<file path="config.mk">
export PLATFORM = sky130hd
export DESIGN_NAME = sequential_keyword_cover_window
export DESIGN_NICKNAME = d
export VERILOG_FILES = /design/src/hw/rtl/skcw_pkg.sv /design/src/hw/rtl/sequential_keyword_cover_window.sv /design/src/hw/rtl/skcw_cell.sv /design/src/hw/rtl/skcw_best.sv
export SDC_FILE = /design/constraint.sdc
export NUM_CORES = 2
export LEC_CHECK = 0
export BUFFER_PORTS_ARGS = -buffer_cell sky130_fd_sc_hd__clkbuf_2
export CORE_ASPECT_RATIO = 0.9
export CORE_UTILIZATION = 46
export CTS_CLUSTER_SIZE = 24
export DETAILED_ROUTE_END_ITERATION = 10
export GPL_TIMING_DRIVEN = 0
export PLACE_DENSITY = 0.71
export SYNTH_ARGS = -nofsm -noshare
export SYNTH_HDL_FRONTEND = slang
export SYNTH_SLANG_ARGS = --single-unit
</file>
<file path="constraint.sdc">
create_clock -name clock -period 6.16 [get_ports clock]
set_input_delay 1.54 -clock clock [delete_from_list [all_inputs] [get_ports clock]]
set_output_delay 1.54 -clock clock [all_outputs]
set_load 0.005 [all_outputs]
</file>
<file path="src/hw/rtl/skcw_pkg.sv">
package skcw_pkg;

   // Field widths of the transaction payloads.
   localparam int unsigned POS_FIELD_W = 16;
   localparam int unsigned COUNT_W     = 5;
   localparam int unsigned INDEX_W     = 4;

   // Command codes carried by a request transaction.
   localparam logic CMD_TOKEN = 1'b0;
   localparam logic CMD_CLEAR = 1'b1;

   typedef struct packed {
      logic               command;
      logic               is_keyword;
      logic [INDEX_W-1:0] keyword_index;
   } req_type;

   typedef struct packed {
      logic                   found;
      logic [POS_FIELD_W-1:0] best_start;
      logic [POS_FIELD_W-1:0] best_end;
      logic                   overflow;
   } rsp_type;

   // Per-cell control from the keyword decoder.
   typedef struct packed {
      logic clear;
      logic sel;
      logic last;
      logic first;
   } cell_ctrl_type;

   // Control handed from the cell stage to the best-window tracker.
   typedef struct packed {
      logic load;
      logic clear;
      logic hit;
      logic overflow;
   } best_ctrl_type;

endpackage

</file>
<file path="src/hw/rtl/sequential_keyword_cover_window.sv">
// Shortest window that covers a keyword sequence in order. Each request transaction
// carries one token already mapped to a keyword index (or marked as a non-keyword), or a
// clear command that starts a new paragraph; every request yields exactly one response
// transaction with the best window seen so far (found, start, end) and the position
// overflow flag. The block takes one transaction per clock cycle, back to back, while the
// response is not stalled. The accepting edge updates the row of keyword cells (one read of
// slot k-1 and one write of slot k, handed along the row) and the stage two register; once
// the response register is free, the candidate window is compared against the best one and
// the response register is loaded. Up to two transactions can be in flight while a response
// is stalled. No clearing pass is needed after reset. keyword_count must be written by the
// user on the csr port only while idle; the block itself does not enforce this.
module sequential_keyword_cover_window #(
   parameter int unsigned MAX_KEYWORDS  = 16,
   parameter int unsigned POSITION_BITS = 16
) (
   input  logic                              clock,
   input  logic                              reset,
   input  logic                              req_valid,
   output logic                              req_stall,
   input  skcw_pkg::req_type                 req_data,
   output logic                              rsp_valid,
   input  logic                              rsp_stall,
   output skcw_pkg::rsp_type                 rsp_data,
   input  logic                              csr_write_enable,
   input  logic [skcw_pkg::COUNT_W-1:0]      csr_write_data
);

   localparam int unsigned LEN_W = POSITION_BITS + 1;
   localparam int unsigned CNT_W = $clog2(MAX_KEYWORDS + 1);
   localparam logic [POSITION_BITS-1:0] POS_MAX = {POSITION_BITS{1'b1}};

   // Configuration register: number of keywords in the required sequence.
   logic [skcw_pkg::COUNT_W-1:0] kw_count_ff;
   logic [31:0]                  kw_count_wide;
   logic [CNT_W-1:0]             eff_count;

   // Stage one state: position of the next token and the saturation flag.
   logic [POSITION_BITS-1:0] pos_ff, pos_in;
   logic                     ovf_ff, ovf_in;

   // Stage two pipeline register between the cells and the best-window tracker.
   logic                     s2_valid_ff, s2_valid_in;
   logic                     s2_clear_ff;
   logic                     s2_hit_ff;
   logic                     s2_ovf_ff;
   logic [LEN_W-1:0]         s2_len_ff;
   logic [POSITION_BITS-1:0] s2_pos_ff;

   logic rsp_valid_ff, rsp_valid_in;

   logic accept;
   logic do_clear;
   logic do_token;
   logic idx_in_range;
   logic rsp_ready;
   logic s2_take;
   logic any_hit;
   logic [LEN_W-1:0] cand_len;

   // Per-cell hand-off signals along the row.
   logic [POSITION_BITS-1:0] cell_pos   [MAX_KEYWORDS];
   logic [LEN_W-1:0]         cell_len   [MAX_KEYWORDS];
   logic                     cell_valid [MAX_KEYWORDS];
   logic [LEN_W-1:0]         cell_len_next [MAX_KEYWORDS];
   logic [MAX_KEYWORDS-1:0]  cell_hit;

   skcw_pkg::best_ctrl_type best_ctrl;

   // The configuration register takes every write; only the low five bits exist.
   always_ff @(posedge clock) begin
      if (reset) begin
         kw_count_ff <= skcw_pkg::COUNT_W'(1);
      end else if (csr_write_enable) begin
         kw_count_ff <= csr_write_data;
      end
   end

   // A count of zero behaves as one, and counts beyond the row length are clamped.
   assign kw_count_wide = 32'(kw_count_ff);

   always_comb begin
      if (kw_count_wide == 32'd0) begin
         eff_count = CNT_W'(1);
      end else if (kw_count_wide > 32'(MAX_KEYWORDS)) begin
         eff_count = CNT_W'(MAX_KEYWORDS);
      end else begin
         eff_count = CNT_W'(kw_count_wide);
      end
   end

   // Handshake. The response register frees up when it is empty or being taken; the
   // stage two register then moves forward, and the input side accepts whenever stage
   // two can take a new transaction. One transaction per cycle flows unless rsp_stall holds.
   assign rsp_ready = !rsp_valid_ff || !rsp_stall;
   assign s2_take   = !s2_valid_ff || rsp_ready;
   assign req_stall = !s2_take;
   assign accept    = req_valid && s2_take;

   assign do_clear     = accept && (req_data.command == skcw_pkg::CMD_CLEAR);
   assign do_token     = accept && (req_data.command == skcw_pkg::CMD_TOKEN) && !ovf_ff;
   assign idx_in_range = 32'(req_data.keyword_index) < 32'(eff_count);

   // The row of keyword cells. Cell k sees the registered slot of cell k-1, so the
   // in-order extension of a window is a purely local step between neighbors.
   for (genvar k = 0; k < MAX_KEYWORDS; k++) begin : g_cell
      skcw_pkg::cell_ctrl_type  ctrl;
      logic [POSITION_BITS-1:0] prev_pos;
      logic [LEN_W-1:0]         prev_len;
      logic                     prev_valid;

      if (k == 0) begin : g_head
         assign prev_pos   = '0;
         assign prev_len   = '0;
         assign prev_valid = 1'b0;
      end else begin : g_link
         assign prev_pos   = cell_pos[k-1];
         assign prev_len   = cell_len[k-1];
         assign prev_valid = cell_valid[k-1];
      end

      always_comb begin
         ctrl.clear = do_clear;
         ctrl.sel   = do_token && req_data.is_keyword && idx_in_range
                      && (32'(req_data.keyword_index) == 32'(k));
         ctrl.last  = (32'(eff_count) == 32'(k + 1));
         ctrl.first = (k == 0);
      end

      skcw_cell #(
         .POSITION_BITS(POSITION_BITS)
      ) u_cell (
         .clock      (clock),
         .reset      (reset),
         .ctrl       (ctrl),
         .cur_pos    (pos_ff),
         .prev_pos   (prev_pos),
         .prev_len   (prev_len),
         .prev_valid (prev_valid),
         .pos_q      (cell_pos[k]),
         .len_q      (cell_len[k]),
         .valid_q    (cell_valid[k]),
         .len_next   (cell_len_next[k]),
         .hit        (cell_hit[k])
      );
   end

   // At most one cell is selected per token, so the candidate is an AND-OR over the row.
   always_comb begin
      cand_len = '0;
      for (int k = 0; k < MAX_KEYWORDS; k++) begin
         cand_len = cand_len | (cell_len_next[k] & {LEN_W{cell_hit[k]}});
      end
   end

   assign any_hit = |cell_hit;

   // Every token uses one position. The token at the top position is processed, then
   // the counter holds and the overflow flag makes later tokens no-ops until a clear.
   always_comb begin
      pos_in = pos_ff;
      ovf_in = ovf_ff;
      if (do_clear) begin
         pos_in = '0;
         ovf_in = 1'b0;
      end else if (do_token) begin
         if (pos_ff == POS_MAX) begin
            ovf_in = 1'b1;
         end else begin
            pos_in = pos_ff + POSITION_BITS'(1);
         end
      end
   end

   always_ff @(posedge clock) begin
      if (reset) begin
         pos_ff <= '0;
         ovf_ff <= 1'b0;
      end else begin
         pos_ff <= pos_in;
         ovf_ff <= ovf_in;
      end
   end

   // Stage two register.
   assign s2_valid_in = s2_take ? req_valid : s2_valid_ff;

   always_ff @(posedge clock) begin
      if (reset) begin
         s2_valid_ff <= 1'b0;
      end else begin
         s2_valid_ff <= s2_valid_in;
      end
   end

   always_ff @(posedge clock) begin
      if (accept) begin
         s2_clear_ff <= (req_data.command == skcw_pkg::CMD_CLEAR);
         s2_hit_ff   <= do_token && any_hit;
         s2_ovf_ff   <= ovf_in;
         s2_len_ff   <= cand_len;
         s2_pos_ff   <= pos_ff;
      end
   end

   // The best-window tracker loads when stage two moves into the response register.
   always_comb begin
      best_ctrl.load     = s2_valid_ff && rsp_ready;
      best_ctrl.clear    = s2_clear_ff;
      best_ctrl.hit      = s2_hit_ff;
      best_ctrl.overflow = s2_ovf_ff;
   end

   skcw_best #(
      .POSITION_BITS(POSITION_BITS)
   ) u_best (
      .clock    (clock),
      .reset    (reset),
      .ctrl     (best_ctrl),
      .cand_len (s2_len_ff),
      .cand_pos (s2_pos_ff),
      .rsp_data (rsp_data)
   );

   assign rsp_valid_in = rsp_ready ? s2_valid_ff : rsp_valid_ff;

   always_ff @(posedge clock) begin
      if (reset) begin
         rsp_valid_ff <= 1'b0;
      end else begin
         rsp_valid_ff <= rsp_valid_in;
      end
   end

   assign rsp_valid = rsp_valid_ff;

`ifndef SYNTHESIS
   // Only one cell can complete a covering window on a given token.
   assert property (@(posedge clock) disable iff (reset) $onehot0(cell_hit))
      else $error("more than one keyword cell reports a covering window");

   // The overflow flag is only ever set with the counter parked at its top value.
   assert property (@(posedge clock) disable iff (reset) ovf_ff |-> (pos_ff == POS_MAX))
      else $error("overflow flag set below the top position");

   // A clear transaction restarts the position counter and drops the overflow flag.
   assert property (@(posedge clock) disable iff (reset)
      do_clear |=> (pos_ff == '0) && !ovf_ff)
      else $error("clear did not restart the position counter");

   // A clear in stage two never carries a candidate window.
   assert property (@(posedge clock) disable iff (reset)
      (s2_valid_ff && s2_clear_ff) |-> !s2_hit_ff)
      else $error("clear transaction carries a window candidate");

   // The input side only stalls when both pipeline registers are occupied.
   assert property (@(posedge clock) disable iff (reset)
      req_stall |-> (s2_valid_ff && rsp_valid_ff && rsp_stall))
      else $error("input stalled while the pipeline has room");
`endif

endmodule

</file>
<file path="src/hw/rtl/skcw_cell.sv">
// One keyword slot: latest position and the shortest in-order window ending there.
module skcw_cell #(
   parameter int unsigned POSITION_BITS = 16
) (
   input  logic                        clock,
   input  logic                        reset,
   input  skcw_pkg::cell_ctrl_type     ctrl,
   input  logic [POSITION_BITS-1:0]    cur_pos,
   input  logic [POSITION_BITS-1:0]    prev_pos,
   input  logic [POSITION_BITS:0]      prev_len,
   input  logic                        prev_valid,
   output logic [POSITION_BITS-1:0]    pos_q,
   output logic [POSITION_BITS:0]      len_q,
   output logic                        valid_q,
   output logic [POSITION_BITS:0]      len_next,
   output logic                        hit
);

   localparam int unsigned LEN_W = POSITION_BITS + 1;

   logic [POSITION_BITS-1:0] pos_ff, pos_in;
   logic [LEN_W-1:0]         len_ff, len_in;
   logic                     valid_ff, valid_in;
   logic [LEN_W-1:0]         ext_len;

   // Distance back to the previous keyword plus the window that ended there.
   assign ext_len = ({1'b0, cur_pos} - {1'b0, prev_pos}) + prev_len;

   always_comb begin
      pos_in   = pos_ff;
      len_in   = len_ff;
      valid_in = valid_ff;
      if (ctrl.clear) begin
         valid_in = 1'b0;
      end else if (ctrl.sel) begin
         pos_in = cur_pos;
         if (ctrl.first) begin
            len_in   = LEN_W'(1);
            valid_in = 1'b1;
         end else if (prev_valid) begin
            len_in   = ext_len;
            valid_in = 1'b1;
         end
      end
   end

   always_ff @(posedge clock) begin
      if (reset) begin
         valid_ff <= 1'b0;
      end else begin
         valid_ff <= valid_in;
      end
   end

   always_ff @(posedge clock) begin
      pos_ff <= pos_in;
      len_ff <= len_in;
   end

   assign pos_q    = pos_ff;
   assign len_q    = len_ff;
   assign valid_q  = valid_ff;
   assign len_next = len_in;
   assign hit      = ctrl.sel & ctrl.last & valid_in;

endmodule

</file>
<file path="src/hw/rtl/skcw_best.sv">
// Best covering window so far; its registers are also the result payload.
module skcw_best #(
   parameter int unsigned POSITION_BITS = 16
) (
   input  logic                      clock,
   input  logic                      reset,
   input  skcw_pkg::best_ctrl_type   ctrl,
   input  logic [POSITION_BITS:0]    cand_len,
   input  logic [POSITION_BITS-1:0]  cand_pos,
   output skcw_pkg::rsp_type         rsp_data
);

   localparam int unsigned LEN_W = POSITION_BITS + 1;

   logic [LEN_W-1:0]         best_len_ff, best_len_in;
   logic [POSITION_BITS-1:0] best_start_ff, best_start_in;
   logic [POSITION_BITS-1:0] best_end_ff, best_end_in;
   logic                     found_ff, found_in;
   logic                     overflow_ff, overflow_in;
   logic [LEN_W-1:0]         start_calc;
   logic [31:0]              start_wide;
   logic [31:0]              end_wide;

   // The window ends at the candidate token, so it begins len - 1 positions earlier.
   assign start_calc = ({1'b0, cand_pos} + LEN_W'(1)) - cand_len;

   always_comb begin
      best_len_in   = best_len_ff;
      best_start_in = best_start_ff;
      best_end_in   = best_end_ff;
      found_in      = found_ff;
      overflow_in   = overflow_ff;
      if (ctrl.load) begin
         overflow_in = ctrl.overflow;
         if (ctrl.clear) begin
            best_len_in   = '1;
            best_start_in = '0;
            best_end_in   = '0;
            found_in      = 1'b0;
         end else if (ctrl.hit && (cand_len < best_len_ff)) begin
            best_len_in   = cand_len;
            best_start_in = start_calc[POSITION_BITS-1:0];
            best_end_in   = cand_pos;
            found_in      = 1'b1;
         end
      end
   end

   always_ff @(posedge clock) begin
      if (reset) begin
         best_len_ff   <= '1;
         best_start_ff <= '0;
         best_end_ff   <= '0;
         found_ff      <= 1'b0;
         overflow_ff   <= 1'b0;
      end else begin
         best_len_ff   <= best_len_in;
         best_start_ff <= best_start_in;
         best_end_ff   <= best_end_in;
         found_ff      <= found_in;
         overflow_ff   <= overflow_in;
      end
   end

   assign start_wide = 32'(best_start_ff);
   assign end_wide   = 32'(best_end_ff);

   always_comb begin
      rsp_data.found      = found_ff;
      rsp_data.best_start = start_wide[skcw_pkg::POS_FIELD_W-1:0];
      rsp_data.best_end   = end_wide[skcw_pkg::POS_FIELD_W-1:0];
      rsp_data.overflow   = overflow_ff;
   end

endmodule
</file>
# == Word level (Yosys, flattened, before mapping) ==
# Index checks and enable logic that the tools add are counted.
# classes
order_cmp,3
n_mux,107
eq_ne,32
n_reduce_logical,54
bitwise,66
add_sub_neg,33
# ops
op,count
17-bit two-way mux,49
17-bit AND,16
17-bit adder,15
17-bit bitwise OR,15
16-bit by 16-bit subtractor with 17-bit output,15
16-bit two-way mux,4
1-bit two-way mux,52
"5-bit by 4-bit == test with 1-bit output, second input constant",8
2-bit AND reduction,17
"16-bit by 1-bit adder with 16-bit output, second input constant",2
1-bit AND,32
"4-bit == test, second input constant",8
32-bit logical NOT,1
1-bit logical AND,25
"5-bit by 3-bit == test with 1-bit output, second input constant",4
17-bit less-than comparator,1
"16-bit == test, second input constant",1
"4-bit by 3-bit == test with 1-bit output, second input constant",4
16-bit OR reduction,1
16-bit subtractor,1
"5-bit by 2-bit == test with 1-bit output, second input constant",2
5-bit two-way mux,2
"4-bit by 2-bit == test with 1-bit output, second input constant",2
"5-bit by 1-bit == test with 1-bit output, second input constant",1
other kinds (10),17
# word_totals
output_inout_bits,36
inputBits,16
register_bits,639
elab_cells,357

# == Depth between registers and ports, before layout ==
# logic_depth
depth_word,28
ltp_mapped,17
ltp_nobuf,17

# == Cells and area by module ==
# A second synthesis with hierarchy kept.
# hier_totals
hier_cells,5127
area_unflattened_um2,46350.7
# modules_own_cells
mod,instances,cells_each,area_per_inst_um2,seq_area_each_um2
skcw_cell (g_cell[11].u_cell ...),14,269,2433.6,840.8
sequential_keyword_cover_window,1,426,4139.0,1561.5
skcw_best,1,392,3183.1,1021.0
skcw_cell (g_cell[10].u_cell),1,271,2481.1,840.8
skcw_cell (g_cell[0].u_cell),1,272,2477.4,840.8

# == Least setup slack after synthesis ==
# OpenSTA, ideal clock, no wires.
# synth_timing
path_type,input -> register
start,input port req_data[3] (netlist bit)
end,register s2_len_ff[11] (data pin)
required_time_ns,5.888
setup_ns,0.272
t_arrival_ns,4.734
cell_stages,12
n_path_buf,0
path_slack_ns,1.153
path_cell_list,ha_1 > a21oi_1 > o21ai_0 > nor4b_4 > nand2_1 > nor2_1 > a21oi_1 > a222oi_1 > o211ai_1 > a2111oi_0 > o211a_1 > o2111ai_1
# synth_between
elab_chain_cells,22
elab_cells_between_ends,161
classes_between,1 x order compare; 15 x eq/ne; 64 x mux; 63 x bitwise; 18 x reduce/logical
# synth_lines
element,line,text
from (decl),sequential_keyword_cover_window.sv:20,"input skcw_pkg::req_type req_data,"
4-bit by 5-bit less-than comparator with 1-bit output,sequential_keyword_cover_window.sv:101,assign idx_in_range = 32'(req_data.keyword_index) < 32'(eff_count);
1-bit logical AND,sequential_keyword_cover_window.sv:123,ctrl.sel = do_token && req_data.is_keyword && idx_in_range
1-bit logical AND,sequential_keyword_cover_window.sv:124,&& (32'(req_data.keyword_index) == 32'(k));
1-bit two-way mux,skcw_cell.sv:35,end else if (ctrl.sel) begin
1-bit two-way mux,skcw_cell.sv:33,if (ctrl.clear) begin
1-bit AND,skcw_cell.sv:64,assign hit = ctrl.sel & ctrl.last & valid_in;
17-bit AND,sequential_keyword_cover_window.sv:151,cand_len = cand_len | (cell_len_next[k] & {LEN_W{cell_hit[k]}});
17-bit bitwise OR (14 in series),sequential_keyword_cover_window.sv:151,
17-bit bitwise OR *,sequential_keyword_cover_window.sv:151,
via cand_len[11],sequential_keyword_cover_window.sv:58,logic [LEN_W-1:0] cand_len;
to (signal assigned),sequential_keyword_cover_window.sv:200,s2_len_ff <= cand_len;
to (decl),sequential_keyword_cover_window.sv:46,logic [LEN_W-1:0] s2_len_ff;
# Mark *: on every way through the listed nets, which the timed path passes. The rest lies on a longest branch.
# A chain may end at the register's enable or synchronous reset.

# == Worst setup path after layout ==
# Same ends and word-level chain as after synthesis.

==> impl_metrics.toml <==
[floorplanning]
dieArea_um2 = 91690
rows = 104
core_um2 = 89530
start_util = 0.4649
die_x_um = 319.1
pin_count = 52
die_h_um = 287.4

[timing]
finalSetupViolCount = 0
layout_setup_ws_ns = 0.007943
rsz0062_at_grt = "false"
worstMarginPinSlew_ns = 1.377
period_minus_slack_ns = 6.152
fmax_mhz = 162.5
finalHoldViolations = 0
post-route-period-util = 0.9987
slew_viol_final = 0
relSlewSlack = 0.07843
fin_setup_tns_ns = 0
fin_worst_skew_ns = 0.03450

[run]
drv_cap = 0

[clocking]
h-tree-depth = 3
clk_pin_slew_ns = 0.06
cts_root_buffer = "clkbuf_16"
cts.sinks = 639
cts_tree = "done"
cts_buffers = 72
clock_path_buffers = 3
clk_latency_ns = 0.65

[synthesis]
seq_area_frac_synth = 0.3737
ys_async_sr_fraction = 0
synth_area_leader_cell = "edfxtp_1"
ys_seq_elements = 639
synth-main-ff-cell = "dfxtp_1"
syn_area_um2 = 41620
synth_top_area_share = 0.1991
yosysWarningCount = 0
synth_fp_nets = 4970
netlist_instances = 4409
ys_types = 95
postSynthAreaPerCell_um2 = 9.440
synth_area_leaders = "edfxtp_1, dfxtp_1, fa_1"
synth-edff-count = 276

[setup_path]
endpoint = "s2_len_ff[11]"
worst-path-buf-inv = 1
worst_setup_path_end_kind = "register"
rrSetupSlack_ns = 0.11
crit_slowest_cell = "nor2_1"
reg2reg_from = "pos_ff[8]"
start_kind = "input pin"
worstPathCellList = "clkbuf_2 > ha_1 > a21oi_1 > o21ai_0 > nor4b_4 > nand2_1 > nor2_1 > nor2b_1 > a222oi_1 > o211ai_1 > a2111oi_0 > o211a_1 > o2111ai_1"
slowest_delay_ns = 0.86
r2r_cells = 16
worstPathArrival_ns = 6.40
startpoint = "req_data[3]"
r2r_end = "s2_len_ff[16]"
cp_max_fo = 10
path_depth = 13
path_class = "input pin to register"
required_ns = 6.40
path_delay_family = "compound AO/OA/AOI/OAI gates"

[layout]
drive_above_1_share = 0.07863
layout_common_cells = "inv_1, nand2_1, dfxtp_1"
nets = 5182
final_core_util = 0.5207
fillerInstances = 8118
layout_commonest_cell = "inv_1"
multi_input_area_um2 = 22720
area_growth_pct = 12.00
ff_latch_area_um2 = 15580

[worst_hold_path]
hp-class = "register to register"
hp-start = "g_cell[0].u_cell.len_q[0]"

[detailed_routing]
drtIter0Drc = 4027
dr.pass1.iters = 10
drc = 0
vias = 33847
via_per_inst = 5.788
avgRoutedWirePerCell_um = 23.69
finalWirelength_um = 138500
ant_nets = 0

[global_routing]
grt_pass1_vias = 32514
grt_max_degree = 38
track_usage = 0.3007
grt_antenna_before_repair = 9
grt_pass1_wl_um = 202600
overflow = 0

[place]
place.gp.congestion = 0.9824
port_buffers = 50
pre_cts_ws_ns = -1.135
hpwl_um = 109900

[power]
p_leak_nw = 20.43
switching_share = 0.2409
comb_power_share = 0.060
seqPwrFrac = 0.479
powerDensity_nw_per_um2 = 199.8
power_frac_clock = 0.462
cellInternalPower_mw = 7.071
p_sw_mw = 2.244
max-vdd-ir-drop_uv = 217.2

[status]
status = "complete, no violations"
==> final cells by class <==
cell class	instances	area share
buffer	108	0.009448
inverter	796	0.06522
tap	1166	0.03130
sequential	639	0.3341
multi-input combinational	2866	0.4874
antenna	2	0.0001074
clock buffer	115	0.04584
clock inverter	18	0.003436
timing repair buffer	138	0.02306
==> synth_stat cells, types with 14 or more instances <==
cell type,n
a222oi_1,24
inv_1,794
clkbuf_1,86
xor2_1,104
a31oi_1,21
mux2_2,43
dfxtp_1,363
a22oi_1,40
a21oi_1,204
or3_1,36
ha_1,304
a211oi_1,37
a21o_1,63
nand2b_1,51
nand4_1,39
fa_1,241
nand3_1,65
nor3_1,82
edfxtp_1,276
and3_1,21
nor2_1,226
a221oi_1,14
nor2b_1,28
o21ai_0,284
a22o_1,15
nand2_1,404
nor4_1,16
o21bai_1,40
o21a_1,47
o31ai_1,25
nand3b_1,27
o211ai_1,16
xnor2_1,129
and2_1,21
==> logic make-up (layout without fill, tap and decap cells) <==
family          count (synthesis)  count (layout)  share of synthesized area
compound gates                958             958                     0.1495
xor+xnor                      233             233                    0.04903
fa+ha+maj                     545             545                     0.2073
buf+inv                       904            1175                    0.08237
flops                         639             639                     0.3737
mux                            56              56                    0.01476
other cells                     0               2                          0
simple gates                 1074            1074                     0.1233
==> worst reg2reg max path: cells and delay by family, from the launching register on <==
kind	cells	cell delay [ns]
AND/OR/NAND/NOR	3	1.40
AO/OA/AOI/OAI	7	1.61
flip-flops	1	1.05
buffers and inverters	3	0.55
adder cells (fa/ha/maj)	2	0.82
multiplexers	1	0.36
==> state kept, by name, summed over array words and instances, names as in the netlist, 5 cells and up <==
signal / flops
u_best.best_end_ff: 16
s2_len_ff: 17
g_cell.u_cell.valid_q: 16
s2_pos_ff: 16
u_best.best_start_ff: 16
g_cell.u_cell.pos_q: 240
pos_ff: 16
u_best.best_len_ff: 17
kw_count_ff: 5
g_cell.u_cell.len_q: 272
==> power by group through the flow <==
stage	Combinational, mW	Clock (mW)	Sequential, mW
floorplan	0.380	0	4.54
global placement	0.516	0	4.56
detailed placement	0.544	0	4.55
CTS	0.550	4.32	4.46
global route	0.616	4.46	4.46
finish	0.555	4.30	4.46
==> worst min-delay path by stage <==
stage	to	slack, ns	cells after the start
after CTS	g_cell[0].u_cell.len_q[0]	0.43	2
after detailed placement	g_cell[0].u_cell.len_q[0]	0.42	2
final	g_cell[0].u_cell.len_q[0]	0.43	2
after floorplan	g_cell[0].u_cell.len_q[0]	0.39	2
after global placement	g_cell[0].u_cell.len_q[0]	0.41	2
after global routing	g_cell[0].u_cell.len_q[0]	0.45	2
==> timing repair <==
| action | 4_1_cts | 5_1_grt |
|---|---|---|
| endpoints found under the setup margin | 12 | 5 |
| resized for setup | 17 | 9 |
| hold buffers | 0 | 0 |
| setup buffers | 51 | 17 |
==> per-stage QoR <==
stage	instances	hold slack [ns]	cell area (µm²)	power, mW
3_5_place_dp	5645	0.4196	43680	5.097
5_1_grt	5846	0.4511	46610	9.539
3_3_place_gp	5625	0.4051	43330	5.075
4_1_cts	5829	0.4344	46450	9.327
6_report	5848	0.4338	46610	9.315
2_1_floorplan	4409	0.3948	41620	4.924
==> metal layers <==
metal  track usage  vias to the layer above  wire length, µm
li1              -                    15420                -
met1        0.4005                    16458            56370
met2        0.4673                     1661            60190
met3       0.07920                      304            16260
met4        0.1166                        4             5688
met5             0                        -               30
No activity file was read; power rests on OpenSTA's default activity.
